--- config.mk ---
export PLATFORM = sky130hd
export DESIGN_NAME = servo_angle_ramp_duty_core
export DESIGN_NICKNAME = d
export VERILOG_FILES = /design/src/rtl/core/sard_pkg.sv /design/src/rtl/core/sard_fifo.sv /design/src/rtl/core/sard_front.sv /design/src/rtl/core/sard_div.sv /design/src/rtl/core/sard_back.sv /design/src/rtl/core/servo_angle_ramp_duty_core.sv
export SDC_FILE = /design/constraint.sdc
export NUM_CORES = 1
export LEC_CHECK = 0
export ABC_AREA = 0
export BUFFER_PORTS_ARGS = -buffer_cell sky130_fd_sc_hd__buf_2
export CORE_ASPECT_RATIO = 1.25
export CORE_MARGIN = 5
export CORE_UTILIZATION = 50
export CTS_CLUSTER_DIAMETER = 80
export DETAILED_ROUTE_END_ITERATION = 6
export PLACE_DENSITY = 0.78
export SLEW_MARGIN = 20
export SYNTH_ARGS = -nofsm -noshare
export SYNTH_HDL_FRONTEND = slang
export SYNTH_SLANG_ARGS = --single-unit
--- constraint.sdc ---
create_clock -name clk -period 10.84 [get_ports clk]
set_input_delay 2.71 -clock clk [delete_from_list [all_inputs] [get_ports clk]]
set_output_delay 2.71 -clock clk [all_outputs]
set_load 0.005 [all_outputs]
--- src/rtl/core/sard_pkg.sv ---
// ----------------------------------------------------------------------------
// sard_pkg
// Shared types, codes and constants of the two-arm servo angle ramp controller.
// ----------------------------------------------------------------------------
package sard_pkg;

  localparam int KIND_W    = 2;
  localparam int ARM_W     = 1;
  localparam int ANGLE_W   = 8;
  localparam int DUR_W     = 16;
  localparam int DUTY_W    = 11;
  localparam int STEPS_W   = 12;
  localparam int EN_W      = 2;
  localparam int ARM_SLOTS = 2;

  localparam int DVD_W     = 20;
  localparam int DVS_W     = STEPS_W;
  localparam int PROD_W    = 23;
  localparam int DIFF_W    = 10;

  localparam logic [KIND_W-1:0]  KIND_SET  = 2'd0;
  localparam logic [KIND_W-1:0]  KIND_MOVE = 2'd1;
  localparam logic [KIND_W-1:0]  KIND_TICK = 2'd2;

  localparam logic [ANGLE_W-1:0] MAX_DEG     = 8'd180;
  localparam logic [ANGLE_W-1:0] NEUTRAL_DEG = 8'd90;
  localparam logic [STEPS_W-1:0] STEPS_MAX   = 12'd4095;

  // duty = 250 + floor(50*angle/9), reciprocal 50*65536/9 rounded up
  localparam logic [DUTY_W-1:0] DUTY_BASE  = 11'd250;
  localparam logic [18:0]       DUTY_RECIP = 19'd364089;

  typedef enum logic [2:0] {
    OP_SET   = 3'd0,
    OP_MOVE  = 3'd1,
    OP_TICK  = 3'd2,
    OP_RANGE = 3'd3,
    OP_OFF   = 3'd4
  } cmd_op_t;

  typedef struct packed {
    cmd_op_t            op;
    logic [ARM_W-1:0]   arm;
    logic [ANGLE_W-1:0] angle;
    logic [DUR_W-1:0]   dur;
  } cmd_t;

  typedef struct packed {
    logic [ARM_W-1:0]   arm;
    logic [DUTY_W-1:0]  duty;
    logic [ANGLE_W-1:0] angle;
    logic               status;
    logic               moving;
    logic               last;
  } res_t;

  function automatic logic [DUTY_W-1:0] duty_of(input logic [ANGLE_W-1:0] angle);
    logic [26:0] prod;
    prod = 27'(angle) * 27'(DUTY_RECIP);
    return DUTY_BASE + DUTY_W'(prod[26:16]);
  endfunction

endpackage

--- src/rtl/core/sard_fifo.sv ---
// ----------------------------------------------------------------------------
// sard_fifo
// Small show-ahead register queue used between the stages of the controller.
// ----------------------------------------------------------------------------
module sard_fifo #(
  parameter int W     = 8,
  parameter int DEPTH = 2
) (
  input  logic         clk,
  input  logic         rst_n,
  input  logic         push,
  input  logic [W-1:0] wr_data,
  output logic         full,
  input  logic         pop,
  output logic [W-1:0] rd_data,
  output logic         empty
);

  localparam int PTR_W = (DEPTH > 1) ? $clog2(DEPTH) : 1;
  localparam int CNT_W = $clog2(DEPTH + 1);

  logic [W-1:0]     mem_r [DEPTH];
  logic [PTR_W-1:0] wr_ptr_r;
  logic [PTR_W-1:0] rd_ptr_r;
  logic [CNT_W-1:0] count_r;
  logic             do_push;
  logic             do_pop;

  assign full    = (count_r == CNT_W'(DEPTH));
  assign empty   = (count_r == '0);
  assign do_push = push && !full;
  assign do_pop  = pop && !empty;
  assign rd_data = mem_r[rd_ptr_r];

  always_ff @(posedge clk) begin
    if (do_push) begin
      mem_r[wr_ptr_r] <= wr_data;
    end
  end

  always_ff @(posedge clk) begin
    if (!rst_n) begin
      wr_ptr_r <= '0;
      rd_ptr_r <= '0;
      count_r  <= '0;
    end else begin
      if (do_push) begin
        wr_ptr_r <= (wr_ptr_r == PTR_W'(DEPTH - 1)) ? '0 : wr_ptr_r + 1'b1;
      end
      if (do_pop) begin
        rd_ptr_r <= (rd_ptr_r == PTR_W'(DEPTH - 1)) ? '0 : rd_ptr_r + 1'b1;
      end
      if (do_push && !do_pop) begin
        count_r <= count_r + 1'b1;
      end else if (do_pop && !do_push) begin
        count_r <= count_r - 1'b1;
      end
    end
  end

endmodule

--- src/rtl/core/sard_front.sv ---
// ----------------------------------------------------------------------------
// sard_front
// Input side: accepts beats, sorts them into commands and queues them.
// ----------------------------------------------------------------------------
module sard_front #(
  parameter int NUM_ARMS = 2
) (
  input  logic                           clk,
  input  logic                           rst_n,
  input  logic [sard_pkg::EN_W-1:0]      enable,
  input  logic                           in_push,
  output logic                           in_full,
  input  logic [sard_pkg::KIND_W-1:0]    in_kind,
  input  logic [sard_pkg::ARM_W-1:0]     in_arm,
  input  logic [sard_pkg::ANGLE_W-1:0]   in_angle,
  input  logic [sard_pkg::DUR_W-1:0]     in_duration_ms,
  input  logic                           cmd_pop,
  output logic                           cmd_empty,
  output sard_pkg::cmd_t                 cmd
);

  sard_pkg::cmd_t cls;
  logic           keep;
  logic [$bits(sard_pkg::cmd_t)-1:0] cmd_bits;

  always_comb begin
    keep      = 1'b1;
    cls.arm   = in_arm;
    cls.angle = in_angle;
    cls.dur   = in_duration_ms;
    cls.op    = sard_pkg::OP_SET;
    case (in_kind)
      sard_pkg::KIND_TICK: begin
        cls.op = sard_pkg::OP_TICK;
      end
      sard_pkg::KIND_SET, sard_pkg::KIND_MOVE: begin
        if (32'(in_arm) >= NUM_ARMS) begin
          cls.op = sard_pkg::OP_RANGE;
        end else if (!enable[in_arm]) begin
          cls.op = sard_pkg::OP_OFF;
        end else if (in_kind == sard_pkg::KIND_SET || in_duration_ms == '0) begin
          cls.op    = sard_pkg::OP_SET;
          cls.angle = (in_angle > sard_pkg::MAX_DEG) ? sard_pkg::MAX_DEG : in_angle;
        end else begin
          cls.op = sard_pkg::OP_MOVE;
        end
      end
      default: begin
        keep = 1'b0;
      end
    endcase
  end

  sard_fifo #(
    .W     ($bits(sard_pkg::cmd_t)),
    .DEPTH (2)
  ) u_cmd_q (
    .clk     (clk),
    .rst_n   (rst_n),
    .push    (in_push && keep),
    .wr_data (cls),
    .full    (in_full),
    .pop     (cmd_pop),
    .rd_data (cmd_bits),
    .empty   (cmd_empty)
  );

  assign cmd = sard_pkg::cmd_t'(cmd_bits);

endmodule

--- src/rtl/core/sard_div.sv ---
// ----------------------------------------------------------------------------
// sard_div
// Restoring unsigned divider, one quotient bit per cycle.
// ----------------------------------------------------------------------------
module sard_div (
  input  logic                       clk,
  input  logic                       rst_n,
  input  logic                       start,
  input  logic [sard_pkg::DVD_W-1:0] dividend,
  input  logic [sard_pkg::DVS_W-1:0] divisor,
  output logic                       done,
  output logic [sard_pkg::DVD_W-1:0] quotient
);

  localparam int CNT_W = $clog2(sard_pkg::DVD_W);

  logic [sard_pkg::DVS_W-1:0] rem_r;
  logic [sard_pkg::DVD_W-1:0] quo_r;
  logic [sard_pkg::DVS_W-1:0] dvs_r;
  logic [CNT_W-1:0]           cnt_r;
  logic                       busy_r;
  logic                       done_r;
  logic [sard_pkg::DVS_W:0]   trial;
  logic [sard_pkg::DVS_W:0]   diff;
  logic                       ge;

  assign trial    = {rem_r, quo_r[sard_pkg::DVD_W-1]};
  assign ge       = (trial >= {1'b0, dvs_r});
  assign diff     = trial - {1'b0, dvs_r};
  assign done     = done_r;
  assign quotient = quo_r;

  always_ff @(posedge clk) begin
    if (start) begin
      rem_r <= '0;
      quo_r <= dividend;
      dvs_r <= divisor;
    end else if (busy_r) begin
      rem_r <= ge ? diff[sard_pkg::DVS_W-1:0] : trial[sard_pkg::DVS_W-1:0];
      quo_r <= {quo_r[sard_pkg::DVD_W-2:0], ge};
    end
  end

  always_ff @(posedge clk) begin
    if (!rst_n) begin
      busy_r <= 1'b0;
      done_r <= 1'b0;
      cnt_r  <= '0;
    end else begin
      done_r <= 1'b0;
      if (start) begin
        busy_r <= 1'b1;
        cnt_r  <= '0;
      end else if (busy_r) begin
        cnt_r <= cnt_r + 1'b1;
        if (cnt_r == CNT_W'(sard_pkg::DVD_W - 1)) begin
          busy_r <= 1'b0;
          done_r <= 1'b1;
        end
      end
    end
  end

endmodule

--- src/rtl/core/sard_back.sv ---
// ----------------------------------------------------------------------------
// sard_back
// Execution side: arm state, ramp interpolation and result generation.
// ----------------------------------------------------------------------------
module sard_back #(
  parameter int NUM_ARMS = 2,
  parameter int FRAME_MS = 20
) (
  input  logic                      clk,
  input  logic                      rst_n,
  input  logic [sard_pkg::EN_W-1:0] enable,
  input  logic                      cmd_empty,
  input  sard_pkg::cmd_t            cmd,
  output logic                      cmd_pop,
  input  logic                      res_full,
  output logic                      res_push,
  output sard_pkg::res_t            res
);

  localparam int LIVE = (NUM_ARMS < sard_pkg::ARM_SLOTS) ? NUM_ARMS : sard_pkg::ARM_SLOTS;
  localparam int AW   = sard_pkg::ANGLE_W;
  localparam int SW   = sard_pkg::STEPS_W;

  // step count by reciprocal multiply, exact for every 16-bit duration
  localparam int     STEP_SH  = sard_pkg::DUR_W + $clog2(FRAME_MS);
  localparam int     STEP_PW  = sard_pkg::DUR_W + 18;
  localparam longint STEP_RCP = ((longint'(1) << STEP_SH) + longint'(FRAME_MS) - 1)
                                / longint'(FRAME_MS);

  typedef enum logic [7:0] {
    S_IDLE   = 8'b0000_0001,
    S_DISP   = 8'b0000_0010,
    S_SDIV   = 8'b0000_0100,
    S_MUL    = 8'b0000_1000,
    S_DSTART = 8'b0001_0000,
    S_RDIV   = 8'b0010_0000,
    S_PUSH   = 8'b0100_0000,
    S_SCAN   = 8'b1000_0000
  } state_t;

  state_t                            state_r, state_nxt;
  sard_pkg::cmd_t                    cmd_r, cmd_nxt;
  logic [sard_pkg::ARM_W-1:0]        cur_r, cur_nxt;
  logic [1:0]                        k_r, k_nxt;
  logic                              tick_r, tick_nxt;
  logic                              last_r, last_nxt;
  logic signed [sard_pkg::PROD_W-1:0] prod_r, prod_nxt;
  sard_pkg::res_t                    res_r, res_nxt;

  logic [AW-1:0] angle_r  [LIVE];
  logic [AW-1:0] angle_nxt[LIVE];
  logic [AW-1:0] start_r  [LIVE];
  logic [AW-1:0] start_nxt[LIVE];
  logic [AW-1:0] target_r  [LIVE];
  logic [AW-1:0] target_nxt[LIVE];
  logic [SW-1:0] steps_r  [LIVE];
  logic [SW-1:0] steps_nxt[LIVE];
  logic [SW-1:0] index_r  [LIVE];
  logic [SW-1:0] index_nxt[LIVE];
  logic [LIVE-1:0] active_r, active_nxt;

  logic                       div_start;
  logic [sard_pkg::DVD_W-1:0] div_dividend;
  logic [sard_pkg::DVS_W-1:0] div_divisor;
  logic                       div_done;
  logic [sard_pkg::DVD_W-1:0] div_quo;

  logic signed [sard_pkg::DIFF_W-1:0] diff;
  logic [sard_pkg::PROD_W-1:0]        mag;
  logic [sard_pkg::DIFF_W-1:0]        qs;
  logic [sard_pkg::DIFF_W-1:0]        point;
  logic [AW-1:0]                      point_c;
  logic [STEP_PW-1:0]                 step_prod;
  logic [sard_pkg::DUR_W-1:0]         step_q;
  logic [SW-1:0]                      steps_c;
  logic                               apply;
  logic                               act;

  sard_div u_div (
    .clk      (clk),
    .rst_n    (rst_n),
    .start    (div_start),
    .dividend (div_dividend),
    .divisor  (div_divisor),
    .done     (div_done),
    .quotient (div_quo)
  );

  always_comb begin
    state_nxt    = state_r;
    cmd_nxt      = cmd_r;
    cur_nxt      = cur_r;
    k_nxt        = k_r;
    tick_nxt     = tick_r;
    last_nxt     = last_r;
    prod_nxt     = prod_r;
    res_nxt      = res_r;
    angle_nxt    = angle_r;
    start_nxt    = start_r;
    target_nxt   = target_r;
    steps_nxt    = steps_r;
    index_nxt    = index_r;
    active_nxt   = active_r;
    cmd_pop      = 1'b0;
    res_push     = 1'b0;
    div_start    = 1'b0;
    div_dividend = '0;
    div_divisor  = '0;

    diff = $signed({2'b00, target_r[cur_r]}) - $signed({2'b00, start_r[cur_r]});
    mag  = prod_r[sard_pkg::PROD_W-1] ? sard_pkg::PROD_W'(-prod_r)
                                       : sard_pkg::PROD_W'(prod_r);
    qs   = sard_pkg::DIFF_W'(div_quo);
    point = {2'b00, start_r[cur_r]} + (prod_r[sard_pkg::PROD_W-1] ? -qs : qs);
    point_c = (point > sard_pkg::DIFF_W'(sard_pkg::MAX_DEG)) ? sard_pkg::MAX_DEG
                                                            : point[AW-1:0];
    step_prod = STEP_PW'(cmd_r.dur) * STEP_PW'(STEP_RCP);
    step_q    = sard_pkg::DUR_W'(step_prod >> STEP_SH);
    if (step_q == '0) begin
      steps_c = SW'(1);
    end else if (step_q > sard_pkg::DUR_W'(sard_pkg::STEPS_MAX)) begin
      steps_c = sard_pkg::STEPS_MAX;
    end else begin
      steps_c = step_q[SW-1:0];
    end
    apply = !tick_r || enable[cur_r];
    act   = active_r[cur_r];

    case (state_r)
      S_IDLE: begin
        if (!cmd_empty) begin
          cmd_pop   = 1'b1;
          cmd_nxt   = cmd;
          state_nxt = S_DISP;
        end
      end
      S_DISP: begin
        tick_nxt = 1'b0;
        cur_nxt  = cmd_r.arm;
        case (cmd_r.op)
          sard_pkg::OP_RANGE: begin
            res_nxt   = '{cmd_r.arm, '0, sard_pkg::NEUTRAL_DEG, 1'b1, 1'b0, 1'b1};
            state_nxt = S_PUSH;
          end
          sard_pkg::OP_OFF: begin
            res_nxt   = '{cmd_r.arm, '0, angle_r[cmd_r.arm], 1'b1,
                          active_r[cmd_r.arm], 1'b1};
            state_nxt = S_PUSH;
          end
          sard_pkg::OP_SET: begin
            active_nxt[cmd_r.arm] = 1'b0;
            angle_nxt[cmd_r.arm]  = cmd_r.angle;
            res_nxt   = '{cmd_r.arm, '0, cmd_r.angle, 1'b0, 1'b0, 1'b1};
            state_nxt = S_PUSH;
          end
          sard_pkg::OP_MOVE: begin
            state_nxt = S_SDIV;
          end
          sard_pkg::OP_TICK: begin
            tick_nxt  = 1'b1;
            k_nxt     = '0;
            state_nxt = S_SCAN;
          end
          default: begin
            state_nxt = S_IDLE;
          end
        endcase
      end
      S_SDIV: begin
        start_nxt[cur_r]  = angle_r[cur_r];
        target_nxt[cur_r] = cmd_r.angle;
        steps_nxt[cur_r]  = steps_c;
        index_nxt[cur_r]  = '0;
        active_nxt[cur_r] = 1'b1;
        state_nxt         = S_MUL;
      end
      S_MUL: begin
        prod_nxt  = $signed(sard_pkg::PROD_W'(diff))
                    * $signed(sard_pkg::PROD_W'(index_r[cur_r]));
        state_nxt = S_DSTART;
      end
      S_DSTART: begin
        div_start    = 1'b1;
        div_dividend = sard_pkg::DVD_W'(mag);
        div_divisor  = steps_r[cur_r];
        state_nxt    = S_RDIV;
      end
      S_RDIV: begin
        if (div_done) begin
          if (apply) begin
            angle_nxt[cur_r] = point_c;
          end
          if (tick_r && index_r[cur_r] >= steps_r[cur_r]) begin
            act = 1'b0;
          end
          active_nxt[cur_r] = act;
          res_nxt   = '{cur_r, '0, apply ? point_c : angle_r[cur_r], !apply, act,
                        tick_r ? last_r : 1'b1};
          state_nxt = S_PUSH;
        end
      end
      S_PUSH: begin
        if (!res_full) begin
          res_push = 1'b1;
          if (tick_r) begin
            k_nxt     = k_r + 1'b1;
            state_nxt = S_SCAN;
          end else begin
            state_nxt = S_IDLE;
          end
        end
      end
      S_SCAN: begin
        if (32'(k_r) >= LIVE) begin
          state_nxt = S_IDLE;
        end else if (active_r[k_r[0]]) begin
          cur_nxt = k_r[0];
          if (index_r[k_r[0]] < steps_r[k_r[0]]) begin
            index_nxt[k_r[0]] = index_r[k_r[0]] + 1'b1;
          end
          last_nxt = 1'b1;
          for (int j = 0; j < LIVE; j++) begin
            if (j > 32'(k_r) && active_r[j]) begin
              last_nxt = 1'b0;
            end
          end
          state_nxt = S_MUL;
        end else begin
          k_nxt = k_r + 1'b1;
        end
      end
      default: begin
        state_nxt = S_IDLE;
      end
    endcase
  end

  always_comb begin
    res      = res_r;
    res.duty = sard_pkg::duty_of(res_r.angle);
  end

  always_ff @(posedge clk) begin
    cmd_r  <= cmd_nxt;
    cur_r  <= cur_nxt;
    k_r    <= k_nxt;
    tick_r <= tick_nxt;
    last_r <= last_nxt;
    prod_r <= prod_nxt;
    res_r  <= res_nxt;
  end

  always_ff @(posedge clk) begin
    if (!rst_n) begin
      state_r  <= S_IDLE;
      active_r <= '0;
      for (int a = 0; a < LIVE; a++) begin
        angle_r[a]  <= sard_pkg::NEUTRAL_DEG;
        start_r[a]  <= sard_pkg::NEUTRAL_DEG;
        target_r[a] <= '0;
        steps_r[a]  <= SW'(1);
        index_r[a]  <= '0;
      end
    end else begin
      state_r    <= state_nxt;
      active_r   <= active_nxt;
      angle_r    <= angle_nxt;
      start_r    <= start_nxt;
      target_r   <= target_nxt;
      steps_r    <= steps_nxt;
      index_r    <= index_nxt;
    end
  end

endmodule

--- src/rtl/core/servo_angle_ramp_duty_core.sv ---
// ----------------------------------------------------------------------------
// servo_angle_ramp_duty_core
// Two-arm servo controller: set angle, timed linear move and frame tick items
// in, per-arm duty and angle results out.
// ----------------------------------------------------------------------------
// Items enter a two-deep command queue and are carried out one at a time by
// the execution side, whose cost is set by a 20-step divider used once for
// each ramp point: a set or rejected command is only dispatched and pushed,
// a timed move also takes its step count from a reciprocal multiply and its
// first ramp point from one division, and a tick scans the arms and divides
// once for each arm with a ramp running. A full result queue holds the
// execution side. Results wait in a two-deep output queue, so new items are
// taken while results are unread.
// ----------------------------------------------------------------------------
module servo_angle_ramp_duty_core #(
  parameter int NUM_ARMS = 2,
  parameter int FRAME_MS = 20
) (
  input  logic                          clk,
  input  logic                          rst_n,
  input  logic                          cfg_we,
  input  logic [sard_pkg::EN_W-1:0]     cfg_wdata,
  input  logic                          in_push,
  output logic                          in_full,
  input  logic [sard_pkg::KIND_W-1:0]   in_kind,
  input  logic [sard_pkg::ARM_W-1:0]    in_arm,
  input  logic [sard_pkg::ANGLE_W-1:0]  in_angle,
  input  logic [sard_pkg::DUR_W-1:0]    in_duration_ms,
  output logic                          out_empty,
  input  logic                          out_pop,
  output logic [sard_pkg::ARM_W-1:0]    out_arm,
  output logic [sard_pkg::DUTY_W-1:0]   out_duty,
  output logic [sard_pkg::ANGLE_W-1:0]  out_current_angle,
  output logic                          out_status,
  output logic                          out_moving,
  output logic                          out_last
);

  logic [sard_pkg::EN_W-1:0] cfg_en_r;
  logic                      cmd_pop;
  logic                      cmd_empty;
  sard_pkg::cmd_t            cmd;
  logic                      res_push;
  logic                      res_full;
  sard_pkg::res_t            res;
  logic [$bits(sard_pkg::res_t)-1:0] head_bits;
  sard_pkg::res_t            head;

  always_ff @(posedge clk) begin
    if (!rst_n) begin
      cfg_en_r <= '1;
    end else if (cfg_we) begin
      cfg_en_r <= cfg_wdata;
    end
  end

  sard_front #(
    .NUM_ARMS (NUM_ARMS)
  ) u_front (
    .clk            (clk),
    .rst_n          (rst_n),
    .enable         (cfg_en_r),
    .in_push        (in_push),
    .in_full        (in_full),
    .in_kind        (in_kind),
    .in_arm         (in_arm),
    .in_angle       (in_angle),
    .in_duration_ms (in_duration_ms),
    .cmd_pop        (cmd_pop),
    .cmd_empty      (cmd_empty),
    .cmd            (cmd)
  );

  sard_back #(
    .NUM_ARMS (NUM_ARMS),
    .FRAME_MS (FRAME_MS)
  ) u_back (
    .clk       (clk),
    .rst_n     (rst_n),
    .enable    (cfg_en_r),
    .cmd_empty (cmd_empty),
    .cmd       (cmd),
    .cmd_pop   (cmd_pop),
    .res_full  (res_full),
    .res_push  (res_push),
    .res       (res)
  );

  // result beats
  sard_fifo #(
    .W     ($bits(sard_pkg::res_t)),
    .DEPTH (2)
  ) u_res_q (
    .clk     (clk),
    .rst_n   (rst_n),
    .push    (res_push),
    .wr_data (res),
    .full    (res_full),
    .pop     (out_pop),
    .rd_data (head_bits),
    .empty   (out_empty)
  );

  assign head              = sard_pkg::res_t'(head_bits);
  assign out_arm           = head.arm;
  assign out_duty          = head.duty;
  assign out_current_angle = head.angle;
  assign out_status        = head.status;
  assign out_moving        = head.moving;
  assign out_last          = head.last;

endmodule

## After elaboration in Yosys (flattened, before gate mapping)

Memories as Yosys holds them, arrays and structs flattened. A register that Yosys moved wholly into a read port is not among the register bits.
Index checks and enable logic that the tools add are counted.

- Add/sub/neg operators: 17
- Multipliers: 3
- Magnitude comparators: 20
- Equality and inequality tests: 30
- Multiplexer cells: 131
- Bitwise logic cells: 12
- Reduce and logical (&&, ||, !) cells: 56

Operators with widths:

| operator | number |
|---|---|
| two-way mux 8 bit | 26 |
| two-way mux 12 bit | 17 |
| two-way mux 20 bit | 4 |
| two-way mux 24 bit | 3 |
| one-hot mux 23 bit (3 select lines) | 1 |
| bitwise mux 16 bit | 4 |
| one-hot mux 8 bit (8 select lines) | 1 |
| bitwise mux 24 bit | 2 |
| two-way mux 16 bit | 3 |
| one-hot mux 24 bit (2 select lines) | 1 |
| one-hot mux 23 bit (2 select lines) | 1 |
| two-way mux 1 bit | 41 |
| zero test 16 bit | 2 |
| multiplier 16 x 16 -> 32 bit (second input constant) | 1 |
| one-hot mux 16 bit (2 select lines) | 1 |
| multiplier 8 x 19 -> 27 bit (second input constant) | 1 |
| AND 24 bit | 1 |
| demux 12 bit (select 1 bit) | 2 |
| inverter 24 bit | 1 |
| one-hot mux 8 bit (3 select lines) | 1 |
| two-way mux 23 bit | 1 |
| multiplier 9 x 13 -> 22 bit | 1 |
| two-way mux 2 bit | 11 |
| negator 20 bit | 1 |
| 65 further kinds | 141 |

- Register bits: 207
- Bits in writable memories: 102
- Input bits: 34
- Output and inout bits: 25
- Word-level logic and storage cells: 306
- Memories kept: 2

Memories:

| memory | depth | bits a word | read ports | clocked after Yosys merged registers in | wr ports | line | RTL |
|---|---|---|---|---|---|---|---|
| u_front.u_cmd_q.mem_r | 2 | 28 | 1 | 1 | 1 | sard_fifo.sv:22 | `logic [W-1:0] mem_r [DEPTH];` |
| u_res_q.mem_r | 2 | 23 | 1 | 1 | 1 | sard_fifo.sv:22 |  |

## Logic depth before layout (Yosys ltp)

- Depth after elaboration: 12
- Mapped depth: 33
- Gate-level depth less buffers: 29

## Hierarchy

Synthesis repeated with hierarchy kept, for this count alone.

- Cell total of the unflattened synthesis: 2720
- Area total of the unflattened synthesis: 26855.8 µm²

By module, submodules not included:

| module | times used | cells an instance | area each (µm²) | seq. area each (µm²) |
|---|---|---|---|---|
| sard_back | 1 | 2234 | 19686.4 | 4103.9 |
| sard_div | 1 | 244 | 2720.1 | 1341.3 |
| sard_fifo at u_front.u_cmd_q | 1 | 112 | 2250.9 | 1781.7 |
| sard_fifo at u_res_q | 1 | 96 | 1884.3 | 1481.4 |
| sard_front | 1 | 28 | 246.5 | 0.0 |
| servo_angle_ramp_duty_core | 1 | 6 | 67.6 | 40.0 |

## Worst setup path before layout

No wires, ideal clock.

- Kind: register -> register
- Start point: register u_back.cur_r
- End point: register u_back.prod_r[21] (netlist bit), data pin
- Library setup time: 260 ps
- Data arrival time: 8236 ps
- Data required time: 10580 ps
- Slack: 2344 ps
- Cell stages (with the launch flop): 30
- Buffers on the path: 4
- Period minus slack after synthesis: 8496 ps
- Path through: edfxtp_1 -> buf_1 -> buf_1 -> clkbuf_1 -> mux2_2 -> fa_1 -> a21o_1 -> a21oi_1 -> o21bai_1 -> a21oi_1 -> o21a_1 -> clkbuf_1 -> nand2_1 -> fa_1 -> fa_1 -> inv_1 -> fa_1 -> fa_1 -> inv_1 -> fa_1 -> inv_1 -> ha_1 -> o21ai_0 -> a21boi_0 -> o211ai_1 -> a21oi_1 -> a2111oi_0 -> o311ai_0 -> a21oi_1 -> xnor2_1

- Cells in the longest elaborated chain, start to end: 6
- Elaborated cells on any way between the ends: 12
- Classes of those cells: add/sub: 1; mul: 1; mux: 9; bitwise: 1

Ends and longest elaborated chain:

| what | line | RTL |
|---|---|---|
| start, declared | sard_back.sv:43 | `logic [sard_pkg::ARM_W-1:0] cur_r, cur_nxt;` |
| start signal, assigned | sard_back.sv:245 | `cur_r <= cur_nxt;` |
| inverter 1 -> 2 bit (implied by the code) * | sard_back.sv:110, sard_back.sv:179 |  |
| two-way mux 8 bit (implied by the code) (3 in a row) | sard_back.sv:110 | `diff = $signed({2'b00, target_r[cur_r]}) - $signed({2'b00, start_r[cur_r]});` |
| subtractor 8 x 8 -> 9 bit | sard_back.sv:110 |  |
| multiplier 9 x 13 -> 22 bit * | sard_back.sv:179 | `* $signed(sard_pkg::PROD_W'(index_r[cur_r]));` |
| end signal, assigned | sard_back.sv:249 | `prod_r <= prod_nxt;` |
| end, declared | sard_back.sv:47 | `logic signed [sard_pkg::PROD_W-1:0] prod_r, prod_nxt;` |

Mark *: on every way between the ends. The rest lies on a longest branch, timed or not. The select of a mux whose other input is x is not followed.
A chain may end at the register's enable or synchronous reset.

## Final worst setup path

Same ends and word-level chain as after synthesis.

==> impl_metrics.json <==
{
  "status": "finished with violations",
  "failed_checks": "design-rule violations",
  "cts_tree": "built",
  "die_x_um": 215,
  "rsz0062_at_grt": "false",
  "fin_tns_setup_ns": 0,
  "endpoint_kind": "flip-flop",
  "grt_first_pass_wirelength_mm": 100,
  "final_area_sq_um": 28500,
  "drv_slew": 0,
  "nets": 3217,
  "detail_route.wl_per_cell_um": 17.9,
  "synth_nets": 3179,
  "start_util_pct": 50.3,
  "synthTopCellsByCount": "inv_1, ha_1, nand2_1",
  "grt_pass1_vias": 19900,
  "avgSynthCellArea_sq_um": 9.92,
  "antenna_found_initial": 0,
  "place_inst": 3331,
  "synthToLayoutAreaGrowth_pct": 8.09,
  "max_stage_delay_ns": 0.85,
  "fin_skew_ns": 0.0379,
  "cp_common_cell": "fa_1",
  "max_freq_mhz": 113,
  "ctsHoldBuffers": 0,
  "clock_sinks": 336,
  "post-route-min-period_ns": 8.86,
  "ys_seq_area_share_pct": 33.1,
  "drc": 2,
  "viasPerCell": 5.67,
  "synth_async_sr_flop_share_pct": 0,
  "ant_nets": 0,
  "cpMaxStageDelayCell": "a2111oi_0",
  "io_pins": 59,
  "path_max_fanout": 51,
  "synthCells": 2659,
  "worst_pin_slew_ns": 1.10,
  "clkTransAtPathRegs_ns": 0.06,
  "die_area_sq_um": 57500,
  "routed_wl_mm": 60.8,
  "die_h_um": 267,
  "num_vias": 19300,
  "syn-cell-area_sq_um": 26400,
  "synth_top_area_share_pct": 22.8,
  "place.gp.congestion": 0.936,
  "coreArea_sq_um": 52500,
  "yosysTopAreaCell": "edfxtp_1",
  "ys_ff_latch": 336,
  "clockRootBuffer": "clkbuf_16",
  "cts_resized": 0,
  "synth_ff_type": "edfxtp_1",
  "ys_warn_count": 0,
  "clock_latency_ns": 0.56,
  "drv_cap": 0,
  "synth_edf_count": 200,
  "crit_arrival_ns": 9.13,
  "hold_path_class": "reg2reg",
  "grt_max_degree": 52,
  "max_slew_margin_pct": 26.4,
  "grt_use_total_pct": 21.1,
  "post_route_cells_drive_above_1_share_pct": 8.55,
  "finalHoldViolations": 0,
  "numCtsBuffers": 36,
  "first_pass_iters": 7,
  "clockBufferDepth": 3,
  "yosys-top-cells-area": "edfxtp_1, ha_1, fa_1, dfxtp_1, inv_1",
  "crit_type": "reg2reg",
  "synthMostInstantiatedCell": "inv_1",
  "dpl_cell_area_sq_um": 27400,
  "r2r_slack_ns": 1.98,
  "fin_cells": 3396,
  "synth_cell_types": 73,
  "antennaDiodeCount": 0,
  "cts_setup_buffers": 0,
  "htreeDepth": 2,
  "overflow": 0,
  "portBuffers": 58,
  "min_period_over_period_pct": 81.7,
  "crit_required_ns": 11.11,
  "drt_iter0_markers": 1288,
  "dpl.hpwl_mm": 48.2,
  "setup_viol": 0,
  "core.rowCount": 94,
  "startpoint_type": "flip-flop"
}
per-layer routing:
metal  vias to the layer above  wire (um)  GRT usage, %
li1                       9181          -             -
met1                      9310      24200          25.2
met2                       611      31300          39.1
met3                       166       3230          3.06
met4                         0       2070          6.90
met5                         -          0             0
worst paths after layout:
kind | from | endpoint | depth (start not counted)
setup / recovery | u_back.cur_r | u_back.prod_r[21] | 25
setup reg to reg | u_back.cur_r | u_back.prod_r[21] | 25
hold / removal | u_back.res[1] | u_res_q.mem_r[1][1] | 0
hold reg to reg | u_back.res[1] | u_res_q.mem_r[1][1] | 0
cell usage in the layout, fill, tap and decap left out, types with 10 or more instances in the layout:
cell type,Yosys,routed
a211oi_1,14,14
a21o_1,34,34
a21oi_1,133,133
a31oi_1,14,14
and2_1,17,16
and3_1,16,15
buf_2,2,58
buf_4,0,16
clkbuf_16,0,36
dfxtp_1,136,134
edfxtp_1,200,200
fa_1,177,177
ha_1,309,309
inv_1,382,382
mux2_2,73,73
mux2i_1,70,70
nand2_1,265,265
nand2b_1,34,34
nand3_1,42,42
nand3b_1,11,11
nand4_1,12,12
nor2_1,155,152
nor2b_1,16,15
nor3_1,35,35
nor4_1,14,14
o21a_1,10,10
o21ai_0,119,119
o21bai_1,11,11
o31ai_1,16,15
or2_2,11,11
or3_1,23,23
xnor2_1,68,67
xor2_1,47,47
worst max-delay path: cells and delay by family, from the launching register on:
kind	cells	cell delay (ns)
flip-flops	1	0.54
buffers and inverters	4	0.82
multiplexers	1	0.41
XOR/XNOR	1	0.10
AO/OA/AOI/OAI	11	3.21
AND/OR/NAND/NOR	1	0.14
adder cells (fa/ha/maj)	7	3.32
final cells by class:
type                            instances  area [sq um]
Sequential cell                       336          8730
Multi-Input combinational cell       1865         15900
Timing Repair Buffer                   74           410
Inverter                              384          1440
Tap cell                              672           841
Fill cell                            4542         24000
Clock buffer                           48           976
Clock inverter                         17           158
flip-flops by register name (all words and copies together) (netlist names), 16 cells and up, named ones only:
| name | cells |
|---|---|
| u_back.cmd_r | 28 |
| u_back.u_div.quotient | 20 |
| u_back.target_r | 16 |
| u_back.index_r | 24 |
| u_front.u_cmd_q.mem_r | 56 |
| u_back.prod_r | 21 |
| u_back.steps_r | 24 |
| u_back.angle_r | 16 |
| u_res_q.mem_r | 46 |
| u_back.start_r | 16 |
through the flow:
stage | util, % | worst slack, ns | hold slack, ns
after floorplan | - | 2.34 | 0.421
after global placement | 52.1 | 2.45 | 0.430
after detailed placement | 52.1 | 2.20 | 0.447
after CTS | 54.3 | 2.11 | 0.457
after global routing | 54.3 | 1.49 | 0.462
final | 54.3 | 1.98 | 0.454
cells by family (layout without fill, tap and decap cells):
| family | Yosys count | in the layout | share of synthesized area (%) |
|---|---|---|---|
| AO/OA/AOI/OAI | 433 | 433 | 10.3 |
| XOR/XNOR | 115 | 115 | 3.82 |
| adder cells (fa/ha/maj) | 486 | 486 | 28.1 |
| buffers and inverters | 458 | 523 | 6.53 |
| flip-flops | 336 | 336 | 33.1 |
| multiplexers | 143 | 143 | 5.78 |
| AND/OR/NAND/NOR | 688 | 688 | 12.3 |
Power is not shown: default switching activity piles up to over one toggle a cycle in this logic, so the estimate is an artifact.
